### config.mk
export PLATFORM = sky130hd
export DESIGN_NAME = gradient_color_interpolator_top_flat
export DESIGN_NICKNAME = d
export VERILOG_FILES = /design/src/rtl/core/gci_pkg.sv /design/src/rtl/core/gci_if.sv /design/src/rtl/core/gradient_color_interpolator_top.sv /design/src/rtl/core/gci_div.sv /design/src/rtl/core/gci_front.sv /design/src/rtl/core/gci_queue.sv /design/src/rtl/core/gci_back.sv /design/src/flat_wrapper.sv
export SDC_FILE = /design/constraint.sdc
export NUM_CORES = 2
export LEC_CHECK = 0
export ABC_AREA = 1
export ABC_CLOCK_PERIOD_IN_PS = 8500
export BUFFER_PORTS_ARGS = -buffer_cell sky130_fd_sc_hd__buf_2
export CAP_MARGIN = 5
export CELL_PAD_IN_SITES_DETAIL_PLACEMENT = 2
export CELL_PAD_IN_SITES_GLOBAL_PLACEMENT = 2
export CORE_ASPECT_RATIO = 0.9
export CORE_MARGIN = 2
export CORE_UTILIZATION = 35
export CTS_CLUSTER_DIAMETER = 100
export CTS_CLUSTER_SIZE = 10
export DETAILED_ROUTE_END_ITERATION = 8
export PLACE_DENSITY = 0.77
export SYNTH_ARGS = -nofsm -noshare
export SYNTH_HDL_FRONTEND = slang
export SYNTH_SLANG_ARGS = --single-unit
### constraint.sdc
create_clock -name i_clk -period 8.5 [get_ports i_clk]
set_input_delay 0.425 -clock i_clk [delete_from_list [all_inputs] [get_ports i_clk]]
set_output_delay 0.425 -clock i_clk [all_outputs]
set_load 0.005 [all_outputs]
### src/rtl/core/gci_pkg.sv
package gci_pkg;
    localparam int MaxPoints = 6;
    localparam int PtW = 41;
    localparam int PosW = 17;
    localparam logic [PosW-1:0] PosMax = 17'h1FFFF;
    localparam int CfgIdxW = 3;
    localparam int CfgDataW = 41;
    localparam int QDepth = 2;

    localparam logic [CfgIdxW-1:0] RegStripLength = 3'd0;
    localparam logic [CfgIdxW-1:0] RegPointCount = 3'd1;
    localparam logic [CfgIdxW-1:0] RegPoint0 = 3'd2;

    typedef struct packed {
        logic [PosW-1:0] pos;
    } t_job;
endpackage

### src/rtl/core/gci_if.sv
interface gci_in_if;
    logic        valid;
    logic        ready;
    logic [11:0] line_index;
    modport source (output valid, output line_index, input ready);
    modport sink (input valid, input line_index, output ready);
endinterface

interface gci_out_if;
    logic       valid;
    logic       ready;
    logic [7:0] red;
    logic [7:0] green;
    logic [7:0] blue;
    modport source (output valid, output red, output green, output blue, input ready);
    modport sink (input valid, input red, input green, input blue, output ready);
endinterface

interface gci_cfg_if;
    logic                          valid;
    logic                          ready;
    logic [gci_pkg::CfgIdxW-1:0]   index;
    logic [gci_pkg::CfgDataW-1:0]  data;
    modport source (output valid, output index, output data, input ready);
    modport sink (input valid, input index, input data, output ready);
endinterface

### src/rtl/core/gradient_color_interpolator_top.sv
// Piecewise linear color gradient. Each line_index request yields one RGB result.
// The front unit divides line_index by strip_length with a bit-serial divider
// and queues the Q1.16 position; the back unit scans up to six points (one per
// cycle), runs a second division for the blend fraction and blends the three
// channels in turn. A position before the first point or at or past the last
// takes that end point's color with no division or blend; a zero strip_length
// skips the front division. The two halves overlap through a two-entry queue.
// Configuration writes are taken at any time and must be made while idle.
module gradient_color_interpolator_top (
    input  logic       i_clk,
    input  logic       i_rst_n,
    gci_in_if.sink     in_ch,
    gci_out_if.source  out_ch,
    gci_cfg_if.sink    cfg_ch
);
    logic [12:0]               r_strip_length;
    logic [2:0]                r_point_count;
    logic [gci_pkg::PtW-1:0]   r_points [gci_pkg::MaxPoints];
    logic                      w_push, w_full, w_pop, w_empty;
    gci_pkg::t_job             w_job_in, w_job_out;

    assign cfg_ch.ready = 1'b1;

    always_ff @(posedge i_clk) begin
        if (!i_rst_n) begin
            r_strip_length <= 13'd256;
            r_point_count  <= 3'd1;
            for (int k = 0; k < gci_pkg::MaxPoints; k++) r_points[k] <= '0;
        end else if (cfg_ch.valid) begin
            unique case (cfg_ch.index)
                gci_pkg::RegStripLength: r_strip_length <= cfg_ch.data[12:0];
                gci_pkg::RegPointCount:  r_point_count  <= cfg_ch.data[2:0];
                default: begin
                    if (cfg_ch.index >= gci_pkg::RegPoint0)
                        r_points[cfg_ch.index - gci_pkg::RegPoint0] <= cfg_ch.data;
                end
            endcase
        end
    end

    gci_front u_front (
        .i_clk(i_clk), .i_rst_n(i_rst_n), .in_ch(in_ch),
        .i_strip_length(r_strip_length),
        .o_push(w_push), .o_job(w_job_in), .i_full(w_full)
    );

    gci_queue u_queue (
        .i_clk(i_clk), .i_rst_n(i_rst_n),
        .i_push(w_push), .i_job(w_job_in), .o_full(w_full),
        .i_pop(w_pop), .o_empty(w_empty), .o_job(w_job_out)
    );

    gci_back u_back (
        .i_clk(i_clk), .i_rst_n(i_rst_n),
        .i_empty(w_empty), .i_job(w_job_out), .o_pop(w_pop),
        .i_point_count(r_point_count), .i_points(r_points),
        .out_ch(out_ch)
    );
endmodule

### src/rtl/core/gci_div.sv
// Restoring divider: quotient of num / den, one bit per cycle.
module gci_div (
    input  logic        i_clk,
    input  logic        i_rst_n,
    input  logic        i_start,
    input  logic [32:0] i_num,
    input  logic [16:0] i_den,
    output logic        o_done,
    output logic [32:0] o_quot
);
    logic [5:0]  r_cnt;
    logic        r_busy;
    logic [32:0] r_q;
    logic [17:0] r_rem;
    logic [16:0] r_den;
    logic [17:0] w_sh;
    logic        w_ge;

    assign w_sh = {r_rem[16:0], r_q[32]};
    assign w_ge = w_sh >= {1'b0, r_den};

    always_ff @(posedge i_clk) begin
        if (!i_rst_n) begin
            r_busy <= 1'b0;
            o_done <= 1'b0;
            r_cnt  <= '0;
        end else begin
            o_done <= 1'b0;
            if (i_start) begin
                r_busy <= 1'b1;
                r_cnt  <= 6'd0;
                r_q    <= i_num;
                r_rem  <= '0;
                r_den  <= i_den;
            end else if (r_busy) begin
                r_rem <= w_ge ? w_sh - {1'b0, r_den} : w_sh;
                r_q   <= {r_q[31:0], w_ge};
                r_cnt <= r_cnt + 6'd1;
                if (r_cnt == 6'd32) begin
                    r_busy <= 1'b0;
                    o_done <= 1'b1;
                end
            end
        end
    end
    assign o_quot = r_q;
endmodule

### src/rtl/core/gci_front.sv
// Front: compute the Q1.16 position of each request and push it into the queue.
module gci_front (
    input  logic                  i_clk,
    input  logic                  i_rst_n,
    gci_in_if.sink                in_ch,
    input  logic [12:0]           i_strip_length,
    output logic                  o_push,
    output gci_pkg::t_job         o_job,
    input  logic                  i_full
);
    typedef enum logic [1:0] {S_IDLE, S_DIV, S_PUSH} t_state;
    t_state        r_state;
    logic          w_done;
    logic [32:0]   w_quot;
    logic          w_start;
    gci_pkg::t_job r_job;

    assign in_ch.ready = (r_state == S_IDLE);
    assign w_start = in_ch.valid && in_ch.ready && (i_strip_length != 13'd0);

    gci_div u_div (
        .i_clk(i_clk), .i_rst_n(i_rst_n), .i_start(w_start),
        .i_num({5'd0, in_ch.line_index, 16'd0}),
        .i_den({4'd0, i_strip_length}),
        .o_done(w_done), .o_quot(w_quot)
    );

    always_ff @(posedge i_clk) begin
        if (!i_rst_n) begin
            r_state <= S_IDLE;
        end else begin
            unique case (r_state)
                S_IDLE: begin
                    if (in_ch.valid) begin
                        if (i_strip_length == 13'd0) begin
                            r_job.pos <= gci_pkg::PosMax;
                            r_state   <= S_PUSH;
                        end else begin
                            r_state <= S_DIV;
                        end
                    end
                end
                S_DIV: begin
                    if (w_done) begin
                        r_job.pos <= (w_quot > {16'd0, gci_pkg::PosMax}) ?
                                     gci_pkg::PosMax : w_quot[16:0];
                        r_state   <= S_PUSH;
                    end
                end
                S_PUSH: begin
                    if (!i_full) r_state <= S_IDLE;
                end
                default: r_state <= S_IDLE;
            endcase
        end
    end
    assign o_push = (r_state == S_PUSH) && !i_full;
    assign o_job  = r_job;
endmodule

### src/rtl/core/gci_queue.sv
module gci_queue (
    input  logic          i_clk,
    input  logic          i_rst_n,
    input  logic          i_push,
    input  gci_pkg::t_job i_job,
    output logic          o_full,
    input  logic          i_pop,
    output logic          o_empty,
    output gci_pkg::t_job o_job
);
    gci_pkg::t_job r_mem [gci_pkg::QDepth];
    logic          r_wp, r_rp;
    logic [1:0]    r_cnt;

    assign o_full  = (r_cnt == 2'd2);
    assign o_empty = (r_cnt == 2'd0);
    assign o_job   = r_mem[r_rp];

    always_ff @(posedge i_clk) begin
        if (!i_rst_n) begin
            r_wp <= 1'b0; r_rp <= 1'b0; r_cnt <= '0;
        end else begin
            if (i_push) begin
                r_mem[r_wp] <= i_job;
                r_wp <= ~r_wp;
            end
            if (i_pop) r_rp <= ~r_rp;
            r_cnt <= r_cnt + {1'b0, i_push} - {1'b0, i_pop};
        end
    end
endmodule

### src/rtl/core/gci_back.sv
// Back: scan control points, divide for t, blend channels one per cycle.
module gci_back (
    input  logic                           i_clk,
    input  logic                           i_rst_n,
    input  logic                           i_empty,
    input  gci_pkg::t_job                  i_job,
    output logic                           o_pop,
    input  logic [2:0]                     i_point_count,
    input  logic [gci_pkg::PtW-1:0]        i_points [gci_pkg::MaxPoints],
    gci_out_if.source                      out_ch
);
    typedef enum logic [2:0] {S_IDLE, S_SCAN, S_DIV, S_MIX, S_OUT} t_state;
    t_state      r_state;
    logic [16:0] r_pos;
    logic [2:0]  r_k, r_n;
    logic [16:0] r_t;
    logic [1:0]  r_ch;
    logic [7:0]  r_rgb [3];
    logic        w_start, w_done;
    logic [32:0] w_quot;
    logic [2:0]  w_n;
    logic [2:0]  w_a;
    logic [16:0] w_pk, w_pa;
    logic [7:0]  w_ca, w_cb;
    logic [25:0] w_v;

    assign w_n = (i_point_count == 3'd0) ? 3'd1 :
                 (i_point_count > 3'(gci_pkg::MaxPoints)) ? 3'(gci_pkg::MaxPoints) :
                 i_point_count;
    assign w_pk = i_points[r_k][40:24];
    assign w_a  = r_k - 3'd1;
    assign w_pa = i_points[w_a][40:24];
    assign w_start = (r_state == S_SCAN) && (r_k != 3'd0) && (r_k != r_n)
                     && (r_pos < w_pk);

    gci_div u_div (
        .i_clk(i_clk), .i_rst_n(i_rst_n), .i_start(w_start),
        .i_num({r_pos - w_pa, 16'd0}),
        .i_den(w_pk - w_pa),
        .o_done(w_done), .o_quot(w_quot)
    );

    always_comb begin
        w_ca = i_points[w_a][8*(2-r_ch) +: 8];
        w_cb = i_points[r_k][8*(2-r_ch) +: 8];
    end
    assign w_v = {2'b0, w_ca, 16'd0} - (26'(w_ca) * 26'(r_t))
                 + (26'(w_cb) * 26'(r_t)) + 26'd32768;

    assign o_pop = (r_state == S_IDLE) && !i_empty;
    assign out_ch.valid = (r_state == S_OUT);
    assign out_ch.red   = r_rgb[0];
    assign out_ch.green = r_rgb[1];
    assign out_ch.blue  = r_rgb[2];

    always_ff @(posedge i_clk) begin
        if (!i_rst_n) begin
            r_state <= S_IDLE;
        end else begin
            unique case (r_state)
                S_IDLE: begin
                    if (!i_empty) begin
                        r_pos   <= i_job.pos;
                        r_n     <= w_n;
                        r_k     <= 3'd0;
                        r_state <= S_SCAN;
                    end
                end
                S_SCAN: begin
                    if (r_k != r_n && r_pos >= w_pk) begin
                        r_k <= r_k + 3'd1;
                    end else if (r_k == 3'd0 || r_k == r_n) begin
                        r_rgb[0] <= i_points[(r_k == 3'd0) ? 3'd0 : w_a][23:16];
                        r_rgb[1] <= i_points[(r_k == 3'd0) ? 3'd0 : w_a][15:8];
                        r_rgb[2] <= i_points[(r_k == 3'd0) ? 3'd0 : w_a][7:0];
                        r_state  <= S_OUT;
                    end else begin
                        r_state <= S_DIV;
                    end
                end
                S_DIV: begin
                    if (w_done) begin
                        r_t     <= (w_quot > 33'hFFFF) ? 17'hFFFF : w_quot[16:0];
                        r_ch    <= 2'd0;
                        r_state <= S_MIX;
                    end
                end
                S_MIX: begin
                    r_rgb[r_ch] <= w_v[23:16];
                    r_ch <= r_ch + 2'd1;
                    if (r_ch == 2'd2) r_state <= S_OUT;
                end
                S_OUT: begin
                    if (out_ch.ready) r_state <= S_IDLE;
                end
                default: r_state <= S_IDLE;
            endcase
        end
    end
endmodule

### src/flat_wrapper.sv
// flat-port wrapper written by rule: the top's interface ports become plain ports
module gradient_color_interpolator_top_flat 
  (i_clk, i_rst_n, in_ch_valid, in_ch_line_index, in_ch_ready, out_ch_valid, out_ch_red, out_ch_green, out_ch_blue, out_ch_ready, cfg_ch_valid, cfg_ch_index, cfg_ch_data, cfg_ch_ready);
  gci_in_if in_ch_i ();
  gci_out_if out_ch_i ();
  gci_cfg_if cfg_ch_i ();
  input  logic i_clk;
  input  logic i_rst_n;
  input wire logic [$bits(in_ch_i.valid)-1:0] in_ch_valid;
  input wire logic [$bits(in_ch_i.line_index)-1:0] in_ch_line_index;
  output wire logic [$bits(in_ch_i.ready)-1:0] in_ch_ready;
  output wire logic [$bits(out_ch_i.valid)-1:0] out_ch_valid;
  output wire logic [$bits(out_ch_i.red)-1:0] out_ch_red;
  output wire logic [$bits(out_ch_i.green)-1:0] out_ch_green;
  output wire logic [$bits(out_ch_i.blue)-1:0] out_ch_blue;
  input wire logic [$bits(out_ch_i.ready)-1:0] out_ch_ready;
  input wire logic [$bits(cfg_ch_i.valid)-1:0] cfg_ch_valid;
  input wire logic [$bits(cfg_ch_i.index)-1:0] cfg_ch_index;
  input wire logic [$bits(cfg_ch_i.data)-1:0] cfg_ch_data;
  output wire logic [$bits(cfg_ch_i.ready)-1:0] cfg_ch_ready;
  assign in_ch_i.valid = in_ch_valid;
  assign in_ch_i.line_index = in_ch_line_index;
  assign in_ch_ready = in_ch_i.ready;
  assign out_ch_valid = out_ch_i.valid;
  assign out_ch_red = out_ch_i.red;
  assign out_ch_green = out_ch_i.green;
  assign out_ch_blue = out_ch_i.blue;
  assign out_ch_i.ready = out_ch_ready;
  assign cfg_ch_i.valid = cfg_ch_valid;
  assign cfg_ch_i.index = cfg_ch_index;
  assign cfg_ch_i.data = cfg_ch_data;
  assign cfg_ch_ready = cfg_ch_i.ready;
  gradient_color_interpolator_top u_core (.i_clk(i_clk), .i_rst_n(i_rst_n), .in_ch(in_ch_i), .out_ch(out_ch_i), .cfg_ch(cfg_ch_i));
endmodule
# Yosys cells after proc, flatten, opt, wreduce, memory -nomap -nowiden
# Memory sizes are Yosys's and may differ from the RTL's. A register that Yosys moved wholly into a read port is not among the register bits.
# Index checks and enable logic that the tools add are counted.
# word_totals
register_bits,459
ram_bits,58
input_bits,61
output_inout_bits,27
word_cells,213
mem_count,2
# memory_table
name,depth,width,read_ports,rd_ports_with_merged_regs,write_ports,line,rtl
u_core.u_queue.r_mem,2,17,1,1,1,gci_queue.sv:11,gci_pkg::t_job r_mem [gci_pkg::QDepth];
u_core.u_back.r_rgb,3,8,3,0,3,gci_back.sv:18,logic [7:0] r_rgb [3];
# op_classes
addsub,16
mul,2
n_lt_le_gt_ge,13
eq_ne,23
shifts,2
muxes,66
n_bitwise,11
n_reduce_logical,46
# op_table
cell,n
41-bit binary-select mux with 3-bit select,3
246-bit bitwise mux,1
41-bit 2-to-1 mux,5
17-bit 2-to-1 mux,8
41-bit demux with 3-bit select,1
33-bit 2-to-1 mux,3
41-bit by 33-bit variable part select with 8-bit output,2
17-bit subtractor,3
8-bit by 17-bit multiplier with 24-bit output,2
24-bit 2-to-1 mux,2
17-bit case mux with 2 select lines,1
"33-bit by 16-bit greater-than comparator with 1-bit output, second input constant",1
"33-bit by 17-bit greater-than comparator with 1-bit output, second input constant",1
3-bit 2-to-1 mux,10
28-bit 2-to-1 mux,1
"24-bit by 16-bit adder with 24-bit output, second input constant",1
24-bit adder,1
24-bit subtractor,1
1-bit 2-to-1 mux,20
18-bit by 13-bit greater-or-equal comparator with 1-bit output,1
18-bit by 17-bit greater-or-equal comparator with 1-bit output,1
17-bit greater-or-equal comparator,1
17-bit less-than comparator,1
17-bit by 13-bit subtractor with 17-bit output,1
46 further kinds,107

# Logic depth before layout (Yosys ltp)
# depth
depth_word,11
depth_mapped,46
ltp_nobuf,37

# By module
# A second synthesis with hierarchy kept.
# hier_totals
cells_unflattened,5481
area_unflattened_um2,40293.6
# modules_own_cells
mod,instances,cells_each,area_each_um2,seq_area_each_um2
gci_back,1,2783,19047.0,2042.0
gradient_color_interpolator_top,1,1477,10157.2,5245.0
gci_div,2,515,4301.6,2172.1
gci_queue,1,85,1510.2,1121.1
gci_front,1,106,975.9,550.5

# Worst setup path after synthesis
# OpenSTA, ideal clock, no wires.
# synth_path
path_kind,register to register
from,register u_core.u_back.r_k[0]
to,memory u_core.u_back.r_rgb[2][3] (data pin)
arrival_time_ns,8.103
required_time_ns,8.236
slack_ns,0.133
path_stages_with_launch,39
path_buffers,10
period_less_slack_ns,8.367
cell_sequence,edfxtp_1 > buf_6 > inv_4 > buf_6 > buf_6 > buf_2 > buf_2 > buf_1 > ha_1 > buf_4 > inv_4 > buf_4 > buf_2 > a21oi_1 > o21ai_0 > o21ai_0 > a22oi_1 > o211ai_1 > [3 not listed] > nand2_1 > fa_1 > fa_1 > fa_1 > fa_1 > fa_1 > inv_1 > fa_1 > inv_1 > ha_1 > a21oi_1 > o21ai_0 > a21o_1 > a2111oi_0 > nand2_1 > or2_2 > nand3_1 > o21ai_0
# synth_lines
element,line,rtl
"start, declared",gci_back.sv:15,"logic [2:0] r_k, r_n;"
"start signal, assigned",gci_back.sv:71,r_k <= r_k + 3'd1;
"end, declared",gci_back.sv:18,

==> run summary <==
Routed wire length = 147000 um
Fillers = 12000
Critical path's largest stage delay = 0.57 ns
Die Span Y = 312 um
Die ar. = 0.108 mm^2
Reg2Reg Depth = 31
Slew Viols, Final = 0
Critical path peak fanout = 14
Layout cells sized above 1 = 8.12%
Post-Synth Adder-Cell Area = 18.2%
PnR worst setup slack = 0.244 ns
Synth-to-Final Area Change = 11.8%
Skew final = 0.0377 ns
# setup viols final = 0
Mapped cell area = 0.0369 mm^2
Hold worst-path end = u_core.u_front.u_div.o_quot[25]$_DFFE_PP_
Launch point of the worst reg-to-reg path = u_core.u_back.r_k[0]$_SDFFCE_PN0P_
Final hold vios = 0
Seq cells post-synth = 534
Yosys warnings = 0
Worst Tran Pin Value = 1.10 ns
Worst skew pair latency = 0.68 ns
Antenna violations before repair = 6
Ys flop type = dfxtp_1
Total track usage = 26.5%
Sequential share of the synthesized area = 35.6%
Fin crit period = 8.26 ns
Multi-input logic area = 0.0202 mm^2
Simple-gate share of the synthesized area = 16.9%
CTS tree = yes
Fmax = 121 MHz
Placed cells = 6033
Starting DRT DRC Count = 2314
Worst hold stages = 3
Num CTS Buffers = 60
NumNets Final = 5203
Crit share post-route = 97.1%
Area of the core = 0.105 mm^2
Share of flip-flops with an asynchronous set or reset = 0%
EDFF count, synth = 247
Outcome = completed
DR WL/cell = 23.8 um
Synth Area in Compound Gates = 17.3%
Reg clk slew, reported paths = 0.06 ns
Largest family of logic cells by synthesized area = adder cells
Top cell type's share of synthesized area = 20.1%
Max cap viols = 0
Startpoint Class = register
Mux contribution to synthesized area = 0.0271%
Post-route setup TNS = 0 ns
Crit. End Element = register
DIE WIDTH = 346 um
Final core utilization = 39.3%
Critical Path RT = 8.89 ns
Leading area contributor after synthesis = edfxtp_1
Synth Instances = 4692
DRC Markers = 0
Crit-path slowest cell = fa_1
Min-delay worst type = input pin to register
Ports = 88
H-tree lvl count = 2
Via-to-Cell Ratio = 5.46
Worst reg2reg endpoint = u_core.u_back.r_rgb[1][3]$_DFFE_PP_
CP most frequent cell = fa_1
Register Area = 0.0132 mm^2
Via count = 33600
Synthesized Nets = 5154
Worst EP arrival = 8.64 ns
Initial Util = 35.2%
DRT Pass-1 Iters = 5
Largest net degree at the start of global routing = 126
Root buffer cell = clkbuf_16
Worst slack at placement = -0.108 ns
RD Place Congestion = 0.862
Port Buffers = 86
Top cells by area, synth = edfxtp_1 (20%), dfxtp_1 (16%), fa_1 (12%)
Clock sinks = 534
Grt total ovfl = 0
Fin cells = 6160
Rows = 113
R2R Setup Slk = 0.24 ns
Clock Path Buffers = 3
Vias in the first global route = 36300
First-pass GRT wire length = 223000 um
Hold Startpoint = in_ch_line_index[9]
Netlist cell types = 68
Max-slew headroom at the worst pin = 26.6%
Synth Area in XOR/XNOR = 1.87%
Antenna viol nets, final = 0
Synth Area per Inst = 7.87 um^2
Crit path kind = register to register
DPL Wire Length = 104000 um
## metal layers
layer / vias up / share of wire (%) / global-route usage (%)
met1: 17400 / 45 / 36.0
li1: 15400 / - / -
met2: 687 / 48 / 45.2
met3: 195 / 4.0 / 2.64
met5: - / 0.018 / 0
met4: 4 / 2.7 / 7.09
## synthesized netlist by cell type (all sizes together) (42+ instances only)
master,n
fa,229
clkbuf,154
o211ai,53
edfxtp,247
buf,99
nand2,761
ha,172
nand3,131
xnor2,42
a21oi,406
dfxtp,287
nor2,596
o21ai,615
inv,668
## layout by cell type (no fill, tap or decap), types with 10 or more instances in the layout
cell,instances
a21oi_1,399
a31oi_1,13
buf_2,85
buf_4,130
clkbuf_1,34
clkbuf_16,65
dfxtp_1,287
edfxtp_1,247
fa_1,229
ha_1,170
inv_1,646
inv_2,16
nand2_1,744
nand2_2,15
nand3_1,127
nand4_1,18
nor2_1,585
nor3_1,22
nor4_1,14
o211ai_1,53
o21a_1,10
o21ai_0,587
o21ai_1,23
o22ai_1,30
xnor2_1,42
xor2_1,35
## registers in the layout, indices dropped and copies added (netlist names), 6 cells and up
signal and count:
u_core.u_front.u_div.o_quot 33, u_core.r_strip_length 13, u_core.u_back.u_div.o_quot 33, u_core.u_back.u_div.r_rem 17, u_core.u_front.o_job 17, u_core.u_queue.r_mem 34
u_core.u_front.u_div.r_rem 17, u_core.u_back.u_div.r_den 17, u_core.u_back.r_pos 17, u_core.u_front.u_div.r_den 13, u_core.u_back.u_div.r_cnt 6, u_core.u_front.u_div.r_cnt 6
u_core.u_back.r_t 17, u_core.r_points 246, u_core.u_back.r_rgb 24
## per-stage QoR
step	area (um^2)	hold slack (ns)
global route	41300	0.0713
CTS	40900	0.0169
global placement	39100	0.424
floorplan	36900	0.421
detailed placement	39100	0.447
finish	41300	0.0506
## worst max path at each step
stage	from	end	slack, ns	cells after the start
after detailed placement	u_core.u_back.r_k[0]$_SDFFCE_PN0P_	u_core.u_back.r_rgb[0][3]$_DFFE_PP_	-0.11	28
after floorplan	u_core.u_back.r_k[0]$_SDFFCE_PN0P_	u_core.u_back.r_rgb[2][3]$_DFFE_PP_	0.13	38
after global routing	u_core.u_back.r_k[0]$_SDFFCE_PN0P_	u_core.u_back.r_rgb[0][3]$_DFFE_PP_	-0.12	32
final	u_core.u_back.r_k[0]$_SDFFCE_PN0P_	u_core.u_back.r_rgb[1][3]$_DFFE_PP_	0.24	31
after CTS	u_core.u_back.r_k[0]$_SDFFCE_PN0P_	u_core.u_back.r_rgb[0][3]$_DFFE_PP_	0.02	27
after global placement	u_core.u_back.r_k[0]$_SDFFCE_PN0P_	u_core.u_back.r_rgb[2][3]$_DFFE_PP_	0.13	28
## layout make-up
cell class	count	share of cell area, %
Antenna cell	2	0.0121
Clock inverter	3	0.0849
Multi-Input combinational cell	3228	49.0
Inverter	677	6.27
Tap cell	1380	4.18
Clock buffer	96	4.04
Timing Repair inverter	2	0.0394
Timing Repair Buffer	238	4.47
Sequential cell	534	31.9
## critical path, delay by kind of cell, from the launching register on
| family | cells | cell delay (ns) |
|---|---|---|
| adder cells (fa/ha/maj) | 8 | 3.67 |
| flip-flops | 1 | 0.41 |
| buffers and inverters | 9 | 1.12 |
| AO/OA/AOI/OAI | 7 | 1.43 |
| AND/OR/NAND/NOR | 7 | 1.30 |
## timing repair
action                                 4_1_cts  5_1_grt
gates resized for setup                      3       44
setup endpoints to repair                    9       21
pin swaps                                    0        8
buffers inserted                             0       16
endpoints found under the hold margin        2        0
hold buffers                                 2        0
cloned                                       0        7
## cell families after synthesis
kind of cell	Yosys count
flops	534
compound gates	1190
fa+ha+maj	401
buf+inv	930
simple gates	1556
xor+xnor	78
mux	1
other cells	2
Power is left out: the tool's default activity adds up to more than one toggle a clock period on the data nets, which glitch-free logic cannot reach.
